## src/hw/rtl/clipped_line_pixel_generator_unit_defines.svh

```systemverilog
// assertion macros for the clipped line pixel generator
`ifndef CLIPPED_LINE_PIXEL_GENERATOR_UNIT_DEFINES_SVH
`define CLIPPED_LINE_PIXEL_GENERATOR_UNIT_DEFINES_SVH

// same-cycle implication, sampled on clk_i, off while rst_ni is low
`define CLPG_ASSERT_IMPL(lbl, ante, cons) \
  lbl: assert property (@(posedge clk_i) disable iff (!rst_ni) (ante) |-> (cons)) \
    else $error("clpg check failed");

// next-cycle implication, sampled on clk_i, off while rst_ni is low
`define CLPG_ASSERT_NEXT(lbl, ante, cons) \
  lbl: assert property (@(posedge clk_i) disable iff (!rst_ni) (ante) |=> (cons)) \
    else $error("clpg check failed");

`endif

```

## src/hw/rtl/clpg_pkg.sv

```systemverilog
// types, constants and helpers shared by the clipped line pixel generator
package clpg_pkg;

  localparam int unsigned CoordBitsDef    = 16;
  localparam int unsigned ColorBits       = 8;
  localparam int unsigned PixelBits       = 16;
  localparam int unsigned CfgIdxBits      = 2;
  // clip reset values need at least this many signed bits
  localparam int unsigned ClipResetBits   = 12;
  localparam int unsigned ClipRightReset  = 1280;
  localparam int unsigned ClipBottomReset = 960;

  typedef enum logic {
    CmdBegin = 1'b0,
    CmdStep  = 1'b1
  } command_e;

  typedef enum logic [1:0] {
    ModeIdle = 2'd0,
    ModeVert = 2'd1,
    ModeHorz = 2'd2,
    ModeBres = 2'd3
  } walk_mode_e;

  typedef enum logic [CfgIdxBits-1:0] {
    CfgClipLeft   = 2'd0,
    CfgClipTop    = 2'd1,
    CfgClipRight  = 2'd2,
    CfgClipBottom = 2'd3
  } cfg_reg_e;

  typedef struct packed {
    walk_mode_e mode;
    logic       neg_x;
    logic       neg_y;
    logic       y_major;
  } walk_ctrl_t;

  function automatic logic [PixelBits-1:0] pack_rgb565(
    input logic [ColorBits-1:0] red,
    input logic [ColorBits-1:0] green,
    input logic [ColorBits-1:0] blue
  );
    return {red[7:3], green[7:2], blue[7:3]};
  endfunction

endpackage

```

## src/hw/rtl/clpg_if.sv

```systemverilog
// request, result and register write channels of the clipped line pixel generator
interface clpg_in_if import clpg_pkg::*; #(
  parameter int unsigned CoordBits = CoordBitsDef
) ();
  logic                        valid;
  logic                        ready;
  logic                        command;
  logic signed [CoordBits-1:0] x_start;
  logic signed [CoordBits-1:0] y_start;
  logic signed [CoordBits-1:0] x_end;
  logic signed [CoordBits-1:0] y_end;
  logic [ColorBits-1:0]        red;
  logic [ColorBits-1:0]        green;
  logic [ColorBits-1:0]        blue;

  modport source (output valid, command, x_start, y_start, x_end, y_end, red, green, blue,
                  input ready);
  modport sink   (input valid, command, x_start, y_start, x_end, y_end, red, green, blue,
                  output ready);
endinterface

interface clpg_out_if import clpg_pkg::*; #(
  parameter int unsigned CoordBits = CoordBitsDef
) ();
  logic                        valid;
  logic                        ready;
  logic signed [CoordBits-1:0] pixel_x;
  logic signed [CoordBits-1:0] pixel_y;
  logic [PixelBits-1:0]        pixel_value;
  logic                        write_enable;
  logic                        last;
  logic                        done_res;

  modport source (output valid, pixel_x, pixel_y, pixel_value, write_enable, last, done_res,
                  input ready);
  modport sink   (input valid, pixel_x, pixel_y, pixel_value, write_enable, last, done_res,
                  output ready);
endinterface

interface clpg_cfg_if import clpg_pkg::*; #(
  parameter int unsigned CoordBits = CoordBitsDef
) ();
  logic                        valid;
  logic                        ready;
  logic [CfgIdxBits-1:0]       index;
  logic signed [CoordBits-1:0] data;

  modport source (output valid, index, data, input ready);
  modport sink   (input valid, index, data, output ready);
endinterface

```

## src/hw/rtl/clpg_setup.sv

```systemverilog
// line setup: walk mode, start point, stop coordinate and bresenham terms
module clpg_setup import clpg_pkg::*; #(
  parameter int unsigned CoordBits = CoordBitsDef
) (
  input  logic signed [CoordBits-1:0] x_start_i,
  input  logic signed [CoordBits-1:0] y_start_i,
  input  logic signed [CoordBits-1:0] x_end_i,
  input  logic signed [CoordBits-1:0] y_end_i,
  output logic signed [CoordBits-1:0] cur_x_o,
  output logic signed [CoordBits-1:0] cur_y_o,
  output logic signed [CoordBits-1:0] stop_o,
  output logic signed [CoordBits+3:0] err_o,
  output logic signed [CoordBits+3:0] inc_str_o,
  output logic signed [CoordBits+3:0] inc_diag_o,
  output walk_ctrl_t                  ctrl_o,
  output logic                        empty_o
);

  logic [CoordBits:0]          dx, dy;
  logic [CoordBits:0]          adx, ady, adp, ads;
  logic signed [CoordBits+3:0] adp_e, ads_e;
  logic                        y_major;

  assign dx = {x_end_i[CoordBits-1], x_end_i} - {x_start_i[CoordBits-1], x_start_i};
  assign dy = {y_end_i[CoordBits-1], y_end_i} - {y_start_i[CoordBits-1], y_start_i};

  assign adx     = dx[CoordBits] ? (~dx + 1'b1) : dx;
  assign ady     = dy[CoordBits] ? (~dy + 1'b1) : dy;
  assign y_major = ady > adx;
  assign adp     = y_major ? ady : adx;
  assign ads     = y_major ? adx : ady;

  assign adp_e = $signed({3'b000, adp});
  assign ads_e = $signed({3'b000, ads});

  assign inc_str_o  = ads_e <<< 1;
  assign err_o      = (ads_e <<< 1) - adp_e;
  assign inc_diag_o = (ads_e <<< 1) - (adp_e <<< 1);

  assign empty_o = (dx == '0) && (dy == '0);

  always_comb begin
    ctrl_o.neg_x   = dx[CoordBits];
    ctrl_o.neg_y   = dy[CoordBits];
    ctrl_o.y_major = y_major;
    cur_x_o        = x_start_i;
    cur_y_o        = y_start_i;
    stop_o         = y_major ? y_end_i : x_end_i;
    if (empty_o) begin
      ctrl_o.mode = ModeIdle;
    end else if (dx == '0) begin
      ctrl_o.mode = ModeVert;
      cur_y_o     = (y_start_i < y_end_i) ? y_start_i : y_end_i;
      stop_o      = (y_start_i < y_end_i) ? y_end_i : y_start_i;
    end else if (dy == '0) begin
      ctrl_o.mode = ModeHorz;
      cur_x_o     = (x_start_i < x_end_i) ? x_start_i : x_end_i;
      stop_o      = (x_start_i < x_end_i) ? x_end_i : x_start_i;
    end else begin
      ctrl_o.mode = ModeBres;
    end
  end

endmodule

```

## src/hw/rtl/clipped_line_pixel_generator_unit.sv

```systemverilog
// Clipped line pixel generator top level. A begin request loads two endpoints and a colour
// and answers with one result (done_res set when the endpoints are equal); each step request
// answers with one pixel of the line, write_enable set when it lies inside the half-open clip
// rectangle and last on the final pixel, or with done_res once the line is finished. For every
// request the walk state updates at acceptance and the result lands in an output register, so
// with the result side ready a request is accepted on every clock and a result leaves in the
// cycle after its request. Clip registers are written through the register channel, which is
// always ready, and must only be written while no result is pending.
`include "clipped_line_pixel_generator_unit_defines.svh"

module clipped_line_pixel_generator_unit import clpg_pkg::*; #(
  parameter int unsigned CoordBits = CoordBitsDef
) (
  input  logic        clk_i,
  input  logic        rst_ni,
  clpg_in_if.sink     in_i,
  clpg_out_if.source  out_o,
  clpg_cfg_if.sink    cfg_i
);

  localparam int unsigned ClipBits = (CoordBits >= ClipResetBits) ? CoordBits : ClipResetBits;
  localparam int unsigned ErrBits  = CoordBits + 4;

  // clip rectangle
  logic signed [ClipBits-1:0] clip_left_q, clip_top_q, clip_right_q, clip_bottom_q;

  // walk state
  logic signed [CoordBits-1:0] cur_x_q, cur_x_d, cur_y_q, cur_y_d, stop_q, stop_d;
  logic signed [ErrBits-1:0]   err_q, err_d, inc_str_q, inc_str_d, inc_diag_q, inc_diag_d;
  walk_ctrl_t                  ctrl_q, ctrl_d;
  logic [PixelBits-1:0]        colour_q, colour_d;

  // result register
  logic                        out_valid_q, out_valid_d;
  logic signed [CoordBits-1:0] out_x_q, out_x_d, out_y_q, out_y_d;
  logic [PixelBits-1:0]        out_value_q, out_value_d;
  logic                        out_we_q, out_we_d, out_last_q, out_last_d, out_done_q, out_done_d;

  // setup
  logic signed [CoordBits-1:0] set_x, set_y, set_stop;
  logic signed [ErrBits-1:0]   set_err, set_inc_str, set_inc_diag;
  walk_ctrl_t                  set_ctrl;
  logic                        set_empty;

  logic                        in_acc, is_begin, in_clip, fin;
  logic signed [ClipBits-1:0]  cx, cy;
  logic [CoordBits:0]          x_inc, y_inc;
  logic signed [CoordBits-1:0] x_step, y_step;

  clpg_setup #(
    .CoordBits (CoordBits)
  ) u_setup (
    .x_start_i  (in_i.x_start),
    .y_start_i  (in_i.y_start),
    .x_end_i    (in_i.x_end),
    .y_end_i    (in_i.y_end),
    .cur_x_o    (set_x),
    .cur_y_o    (set_y),
    .stop_o     (set_stop),
    .err_o      (set_err),
    .inc_str_o  (set_inc_str),
    .inc_diag_o (set_inc_diag),
    .ctrl_o     (set_ctrl),
    .empty_o    (set_empty)
  );

  assign in_i.ready  = !out_valid_q || out_o.ready;
  assign in_acc      = in_i.valid && in_i.ready;
  assign is_begin    = command_e'(in_i.command) == CmdBegin;
  assign cfg_i.ready = 1'b1;

  assign cx      = ClipBits'(cur_x_q);
  assign cy      = ClipBits'(cur_y_q);
  assign in_clip = (cx >= clip_left_q) && (cx < clip_right_q) &&
                   (cy >= clip_top_q) && (cy < clip_bottom_q);

  // one wider so the straight-walk end test cannot wrap
  assign x_inc  = {cur_x_q[CoordBits-1], cur_x_q} + 1'b1;
  assign y_inc  = {cur_y_q[CoordBits-1], cur_y_q} + 1'b1;
  assign x_step = ctrl_q.neg_x ? (cur_x_q - 1'b1) : (cur_x_q + 1'b1);
  assign y_step = ctrl_q.neg_y ? (cur_y_q - 1'b1) : (cur_y_q + 1'b1);

  always_comb begin
    cur_x_d    = cur_x_q;
    cur_y_d    = cur_y_q;
    stop_d     = stop_q;
    err_d      = err_q;
    inc_str_d  = inc_str_q;
    inc_diag_d = inc_diag_q;
    ctrl_d     = ctrl_q;
    colour_d   = colour_q;
    fin        = 1'b0;
    out_x_d     = '0;
    out_y_d     = '0;
    out_value_d = '0;
    out_we_d    = 1'b0;
    out_last_d  = 1'b0;
    out_done_d  = 1'b0;
    if (is_begin) begin
      cur_x_d    = set_x;
      cur_y_d    = set_y;
      stop_d     = set_stop;
      err_d      = set_err;
      inc_str_d  = set_inc_str;
      inc_diag_d = set_inc_diag;
      ctrl_d     = set_ctrl;
      colour_d   = pack_rgb565(in_i.red, in_i.green, in_i.blue);
      out_done_d = set_empty;
    end else if (ctrl_q.mode == ModeIdle) begin
      out_done_d = 1'b1;
    end else begin
      unique case (ctrl_q.mode)
        ModeVert: begin
          fin     = y_inc == {stop_q[CoordBits-1], stop_q};
          cur_y_d = y_inc[CoordBits-1:0];
        end
        ModeHorz: begin
          fin     = x_inc == {stop_q[CoordBits-1], stop_q};
          cur_x_d = x_inc[CoordBits-1:0];
        end
        default: begin
          fin = ctrl_q.y_major ? (cur_y_q == stop_q) : (cur_x_q == stop_q);
          if (!fin) begin
            if (!err_q[ErrBits-1]) begin
              err_d = err_q + inc_diag_q;
              if (ctrl_q.y_major) begin
                cur_x_d = x_step;
              end else begin
                cur_y_d = y_step;
              end
            end else begin
              err_d = err_q + inc_str_q;
            end
            if (ctrl_q.y_major) begin
              cur_y_d = y_step;
            end else begin
              cur_x_d = x_step;
            end
          end
        end
      endcase
      if (fin) begin
        ctrl_d.mode = ModeIdle;
      end
      out_x_d     = cur_x_q;
      out_y_d     = cur_y_q;
      out_value_d = colour_q;
      out_we_d    = in_clip;
      out_last_d  = fin;
    end
  end

  assign out_valid_d = in_i.ready ? in_i.valid : out_valid_q;

  always_ff @(posedge clk_i or negedge rst_ni) begin
    if (!rst_ni) begin
      ctrl_q      <= '{mode: ModeIdle, neg_x: 1'b0, neg_y: 1'b0, y_major: 1'b0};
      out_valid_q <= 1'b0;
    end else begin
      out_valid_q <= out_valid_d;
      if (in_acc) begin
        ctrl_q <= ctrl_d;
      end
    end
  end

  // walk state is zero after reset like the rest of the line state
  always_ff @(posedge clk_i or negedge rst_ni) begin
    if (!rst_ni) begin
      cur_x_q    <= '0;
      cur_y_q    <= '0;
      stop_q     <= '0;
      err_q      <= '0;
      inc_str_q  <= '0;
      inc_diag_q <= '0;
      colour_q   <= '0;
    end else if (in_acc) begin
      cur_x_q    <= cur_x_d;
      cur_y_q    <= cur_y_d;
      stop_q     <= stop_d;
      err_q      <= err_d;
      inc_str_q  <= inc_str_d;
      inc_diag_q <= inc_diag_d;
      colour_q   <= colour_d;
    end
  end

  always_ff @(posedge clk_i) begin
    if (in_acc) begin
      out_x_q     <= out_x_d;
      out_y_q     <= out_y_d;
      out_value_q <= out_value_d;
      out_we_q    <= out_we_d;
      out_last_q  <= out_last_d;
      out_done_q  <= out_done_d;
    end
  end

  always_ff @(posedge clk_i or negedge rst_ni) begin
    if (!rst_ni) begin
      clip_left_q   <= '0;
      clip_top_q    <= '0;
      clip_right_q  <= ClipBits'(ClipRightReset);
      clip_bottom_q <= ClipBits'(ClipBottomReset);
    end else if (cfg_i.valid && cfg_i.ready) begin
      unique case (cfg_reg_e'(cfg_i.index))
        CfgClipLeft:   clip_left_q   <= ClipBits'(cfg_i.data);
        CfgClipTop:    clip_top_q    <= ClipBits'(cfg_i.data);
        CfgClipRight:  clip_right_q  <= ClipBits'(cfg_i.data);
        CfgClipBottom: clip_bottom_q <= ClipBits'(cfg_i.data);
        default: ;
      endcase
    end
  end

  assign out_o.valid        = out_valid_q;
  assign out_o.pixel_x      = out_x_q;
  assign out_o.pixel_y      = out_y_q;
  assign out_o.pixel_value  = out_value_q;
  assign out_o.write_enable = out_we_q;
  assign out_o.last         = out_last_q;
  assign out_o.done_res     = out_done_q;

  // a done result never carries a pixel
  `CLPG_ASSERT_IMPL(a_done_no_pixel, out_valid_q && out_done_q, !out_we_q && !out_last_q)
  // a begin leaves the walk idle exactly when it reports an empty line
  `CLPG_ASSERT_NEXT(a_begin_idle, in_acc && is_begin,
                    out_valid_q && ((ctrl_q.mode == ModeIdle) == out_done_q))
  // a pixel step ends the walk exactly when it flags last
  `CLPG_ASSERT_NEXT(a_last_idle, in_acc && !is_begin && (ctrl_q.mode != ModeIdle),
                    out_last_q == (ctrl_q.mode == ModeIdle))
  // a step on an idle walk keeps it idle and reports done
  `CLPG_ASSERT_NEXT(a_idle_step, in_acc && !is_begin && (ctrl_q.mode == ModeIdle),
                    out_done_q && (ctrl_q.mode == ModeIdle))

endmodule

```

## src/flat_wrapper.sv

```systemverilog
// flat-port wrapper written by rule: the top's interface ports become plain ports
module clipped_line_pixel_generator_unit_flat import clpg_pkg::*;
#(
  parameter int unsigned CoordBits = CoordBitsDef
)
  (clk_i, rst_ni, in_i_valid, in_i_command, in_i_x_start, in_i_y_start, in_i_x_end, in_i_y_end, in_i_red, in_i_green, in_i_blue, in_i_ready, out_o_valid, out_o_pixel_x, out_o_pixel_y, out_o_pixel_value, out_o_write_enable, out_o_last, out_o_done_res, out_o_ready, cfg_i_valid, cfg_i_index, cfg_i_data, cfg_i_ready);
  clpg_in_if #(.CoordBits(CoordBits)) in_i_i ();
  clpg_out_if #(.CoordBits(CoordBits)) out_o_i ();
  clpg_cfg_if #(.CoordBits(CoordBits)) cfg_i_i ();
  input  logic clk_i;
  input  logic rst_ni;
  input wire logic [$bits(in_i_i.valid)-1:0] in_i_valid;
  input wire logic [$bits(in_i_i.command)-1:0] in_i_command;
  input wire logic [$bits(in_i_i.x_start)-1:0] in_i_x_start;
  input wire logic [$bits(in_i_i.y_start)-1:0] in_i_y_start;
  input wire logic [$bits(in_i_i.x_end)-1:0] in_i_x_end;
  input wire logic [$bits(in_i_i.y_end)-1:0] in_i_y_end;
  input wire logic [$bits(in_i_i.red)-1:0] in_i_red;
  input wire logic [$bits(in_i_i.green)-1:0] in_i_green;
  input wire logic [$bits(in_i_i.blue)-1:0] in_i_blue;
  output wire logic [$bits(in_i_i.ready)-1:0] in_i_ready;
  output wire logic [$bits(out_o_i.valid)-1:0] out_o_valid;
  output wire logic [$bits(out_o_i.pixel_x)-1:0] out_o_pixel_x;
  output wire logic [$bits(out_o_i.pixel_y)-1:0] out_o_pixel_y;
  output wire logic [$bits(out_o_i.pixel_value)-1:0] out_o_pixel_value;
  output wire logic [$bits(out_o_i.write_enable)-1:0] out_o_write_enable;
  output wire logic [$bits(out_o_i.last)-1:0] out_o_last;
  output wire logic [$bits(out_o_i.done_res)-1:0] out_o_done_res;
  input wire logic [$bits(out_o_i.ready)-1:0] out_o_ready;
  input wire logic [$bits(cfg_i_i.valid)-1:0] cfg_i_valid;
  input wire logic [$bits(cfg_i_i.index)-1:0] cfg_i_index;
  input wire logic [$bits(cfg_i_i.data)-1:0] cfg_i_data;
  output wire logic [$bits(cfg_i_i.ready)-1:0] cfg_i_ready;
  assign in_i_i.valid = in_i_valid;
  assign in_i_i.command = in_i_command;
  assign in_i_i.x_start = in_i_x_start;
  assign in_i_i.y_start = in_i_y_start;
  assign in_i_i.x_end = in_i_x_end;
  assign in_i_i.y_end = in_i_y_end;
  assign in_i_i.red = in_i_red;
  assign in_i_i.green = in_i_green;
  assign in_i_i.blue = in_i_blue;
  assign in_i_ready = in_i_i.ready;
  assign out_o_valid = out_o_i.valid;
  assign out_o_pixel_x = out_o_i.pixel_x;
  assign out_o_pixel_y = out_o_i.pixel_y;
  assign out_o_pixel_value = out_o_i.pixel_value;
  assign out_o_write_enable = out_o_i.write_enable;
  assign out_o_last = out_o_i.last;
  assign out_o_done_res = out_o_i.done_res;
  assign out_o_i.ready = out_o_ready;
  assign cfg_i_i.valid = cfg_i_valid;
  assign cfg_i_i.index = cfg_i_index;
  assign cfg_i_i.data = cfg_i_data;
  assign cfg_i_ready = cfg_i_i.ready;
  clipped_line_pixel_generator_unit #(.CoordBits(CoordBits)) u_core (.clk_i(clk_i), .rst_ni(rst_ni), .in_i(in_i_i), .out_o(out_o_i), .cfg_i(cfg_i_i));
endmodule
```

## config.mk

```make
export PLATFORM = sky130hd
export DESIGN_NAME = clipped_line_pixel_generator_unit_flat
export DESIGN_NICKNAME = d
export VERILOG_FILES = /design/src/hw/rtl/clpg_pkg.sv /design/src/hw/rtl/clpg_if.sv /design/src/hw/rtl/clpg_setup.sv /design/src/hw/rtl/clipped_line_pixel_generator_unit.sv /design/src/flat_wrapper.sv
export VERILOG_INCLUDE_DIRS = /design/src /design/src/hw/rtl
export SDC_FILE = /design/constraint.sdc
export NUM_CORES = 1
export LEC_CHECK = 0
export BUFFER_PORTS_ARGS = -buffer_cell sky130_fd_sc_hd__buf_2
export CELL_PAD_IN_SITES_DETAIL_PLACEMENT = 1
export CELL_PAD_IN_SITES_GLOBAL_PLACEMENT = 1
export CORE_MARGIN = 5
export CORE_UTILIZATION = 42
export DETAILED_ROUTE_END_ITERATION = 6
export MAX_ROUTING_LAYER = met4
export PLACE_DENSITY = 0.76
export SETUP_SLACK_MARGIN = 0.02
export SYNTH_ARGS = -nofsm -noshare
export SYNTH_HDL_FRONTEND = slang
export SYNTH_SLANG_ARGS = --single-unit
```

## constraint.sdc

```tcl
create_clock -name clk_i -period 7.6 [get_ports clk_i]
set_input_delay 0.76 -clock clk_i [delete_from_list [all_inputs] [get_ports clk_i]]
set_output_delay 0.76 -clock clk_i [all_outputs]
set_load 0.005 [all_outputs]
```

==> results.md <==
- Die area: 54390 um^2
- Largest registers: u_core.err_q x19, u_core.inc_diag_q x18, u_core.inc_str_q x17
- Synth async-reset ratio: 0.7866
- Final hold violations: 0
- Part of the Yosys area used for sequential elements: 0.2983
- Clock Path Buffers: 3
- CTS sink count: roughly 240
- Number of global-route vias before repair: 21.86k
- Post-Route WL: 77210 um
- PwrDens: around 440 nW/um^2
- # rows: 81
- FILL cells: between 5k and 6k
- CP arrival: just under 8 ns
- I/O pin count: about 170
- Antenna Nets Post-Route: 0
- CP peak stage delay: around 0.34 ns
- DIE WIDTH: 233.2 um
- Setup TNS: 0 ns
- Synth Instances: 2488
- Initial antenna violation count: 2
- Clock tree from TritonCTS: done
- Worst path required time: approximately 8 ns
- Max reg flops: 19
- Post-synthesis net count: around 2.8k
- Status: finished, final reports clean
- Drt drc: 0
- CP max stage cell: ha_1
- Routed len/inst: between 20 and 25 um
- Clock power share: 0.128
- Cell-internal power: between 5 and 6 mW
- Final setup violation count: 0
- Number of enable flip-flop cells after synthesis: 51
- Critical Setup Path Class: in2reg
- First-pass GRT wire length: approximately 120000 um
- Ys flop type: dfrtp_1
- Clock Latency Late Sink: 0.61 ns
- Worst hold slack: ~0.14 ns
- GP Congestion: between 0.9 and 1
- Hold-fix buffers, CTS: 0
- # Max-Cap Violations: 0
- Area Growth Syn to Fin: 19.88%
- Initial Utilization: 0.4258
- Largest Register: u_core.err_q
- CTS H-tree lvls: 1
- Critical-path maximum fanout: 5
- Gate power share: 0.667
- Switch share: 0.4699
- Largest cells by area after synthesis: dfrtp_1, ha_1, edfxtp_1
- Flop pwr share: 0.204
- Final Max Tran Viols: 0
- Syn Area/Cell: about 8.4 um^2
- CTS Root Cell: clkbuf_16
- YS warnings: 0
- Yosys top cell area share: 0.2176
- CORE AREA: a little under 50000 um^2
- #FFs+latches synth: 239
- Post-DP HPWL: 59560 um
- Commonest non-fill, non-tap cell in the layout: nand2_1
- Part of the cycle the worst path needs: 0.9587
- Worst-path clk slew: around 0.060 ns
- Via count: slightly above 20k
- Leakage: about 12 nW
- Iter 0 DRT Violations: 1121
- Largest net degree at the start of global routing: 70
- Max IR drop VDD: between 0.4 and 0.5 mV
- Final min period: about 7.3 ns
- Max transition margin: 0.3024
- Measured slew at the worst slew-check pin: about 1.0 ns
- Largest area contributor in the netlist: dfrtp_1
- Share of layout cells above drive strength 1: 0.2263
- Overflow after GRT: 0
- R2r setup slk: roughly 2.4 ns
- Netlist cell types: 113
- Chip height: around 230 um
- Total CTS buffers: 30
- P_sw: ~5.2 mW
- FMAX: 137.3 MHz
- Number of nets in the layout: 3114
- CP startpoint kind: input port
- Hold WC Path Type: in2async
- Via density: 5.806
- Synthesized cell area: between 20000 and 25000 um^2
- Worst setup EP type: flip-flop
- Setup Skew: approximately 0.028 ns
- Port Buf Inserts: about 160
- DR pass1 iterations: 5
- Total GRT Usage: 0.2854
- Most frequent cells in the layout: nand2_1, buf_4, nor2_1
==> synthesized netlist by cell type, types with 50 or more instances <==
library cell,count
nand2_1,302
nor2_1,188
ha_1,183
o21ai_0,183
dfrtp_1,182
inv_1,174
a21oi_1,140
xnor2_1,105
mux2_2,82
clkbuf_1,76
nor3_1,63
and2_1,62
edfxtp_1,51
xor2_1,51
mux2i_1,50
==> power groups by stage <==
stage | logic, mW | registers (mW) | clock network [mW]
6_report | 7.41 | 2.27 | 1.43
5_1_grt | 8.20 | 2.30 | 1.52
4_1_cts | 7.32 | 2.26 | 1.46
3_5_place_dp | 7.22 | 2.28 | 0
3_3_place_gp | 6.88 | 2.24 | 0
2_1_floorplan | 4.95 | 1.99 | 0
==> metrics by stage <==
step / util / worst slack (ns) / cells / cell area [um^2] / total power, mW
CTS: 0.5068 / 0.1140 / 3498 / 24910 / 11.04
finish: 0.5104 / 0.3141 / 3503 / 25090 / 11.11
detailed placement: 0.4871 / -0.7003 / 3442 / 23940 / 9.503
global route: 0.5104 / -0.05774 / 3503 / 25090 / 12.01
global placement: 0.4871 / -0.3808 / 3442 / 23940 / 9.124
floorplan: - / 0.04744 / 2488 / 21010 / 6.937
==> area by class of cell <==
class                           instances  area [um^2]  share of cell area
Inverter                              176        660.6             0.02633
Tap cell                              664        830.8             0.03311
Timing Repair Buffer                  398         2610              0.1040
Clock buffer                           38        820.8             0.03271
Sequential cell                       239         6243              0.2489
Clock inverter                         18        146.4            0.005835
Multi-Input combinational cell       1968        13770              0.5489
Antenna cell                            2        5.005           0.0001995
==> what timing repair did <==
item | 4_1_cts | 5_1_grt
pin swaps | 0 | 11
setup buffers | 0 | 3
setup endpoints to repair | 1 | 7
gates resized for setup | 2 | 34
==> logic make-up (layout without fill, tap and decap cells) <==
| kind of cell | after synthesis | in the layout | share of synthesized area |
|---|---|---|---|
| compound gates | 646 | 646 | 0.2018 |
| fa+ha+maj | 189 | 189 | 0.1151 |
| xor+xnor | 159 | 159 | 0.06815 |
| flops | 239 | 239 | 0.2983 |
| mux | 138 | 138 | 0.07156 |
| buf+inv | 281 | 630 | 0.05422 |
| simple gates | 835 | 835 | 0.1906 |
| other cells | 1 | 3 | 0.0001792 |
==> critical path: cells and delay by family <==
family                   cells  cell delay, ns
AO/OA/AOI/OAI               16            3.06
AND/OR/NAND/NOR              9            1.50
adder cells (fa/ha/maj)      3            0.95
buffers and inverters        7            0.76
XOR/XNOR                     3            0.67
==> metal layers <==
| metal | vias up | global-route usage | share of wire |
|---|---|---|---|
| met5 | - | - | 0 |
| met4 | 0 | 0.09747 | 0.040 |
| met3 | 158 | 0.02492 | 0.039 |
| met2 | 472 | 0.5102 | 0.51 |
| met1 | 10230 | 0.3383 | 0.42 |
| li1 | 9481 | - | - |
==> worst paths after layout <==
path	start	endpoint	cells past startpoint
worst max register to register	u_core.err_q[19]	u_core.err_q[19]	19
min in group clk_i	in_i_blue[3]	u_core.colour_q[0]	3
worst min register to register	u_core.colour_q[9]	u_core.colour_q[9]	2
worst max-delay path	in_i_y_start[2]	u_core.err_q[16]	38
max in group asynchronous	rst_ni	u_core.stop_q[0]	2
worst min-delay path	rst_ni	u_core.colour_q[3]	1
Power figures use the tool's default switching activity.
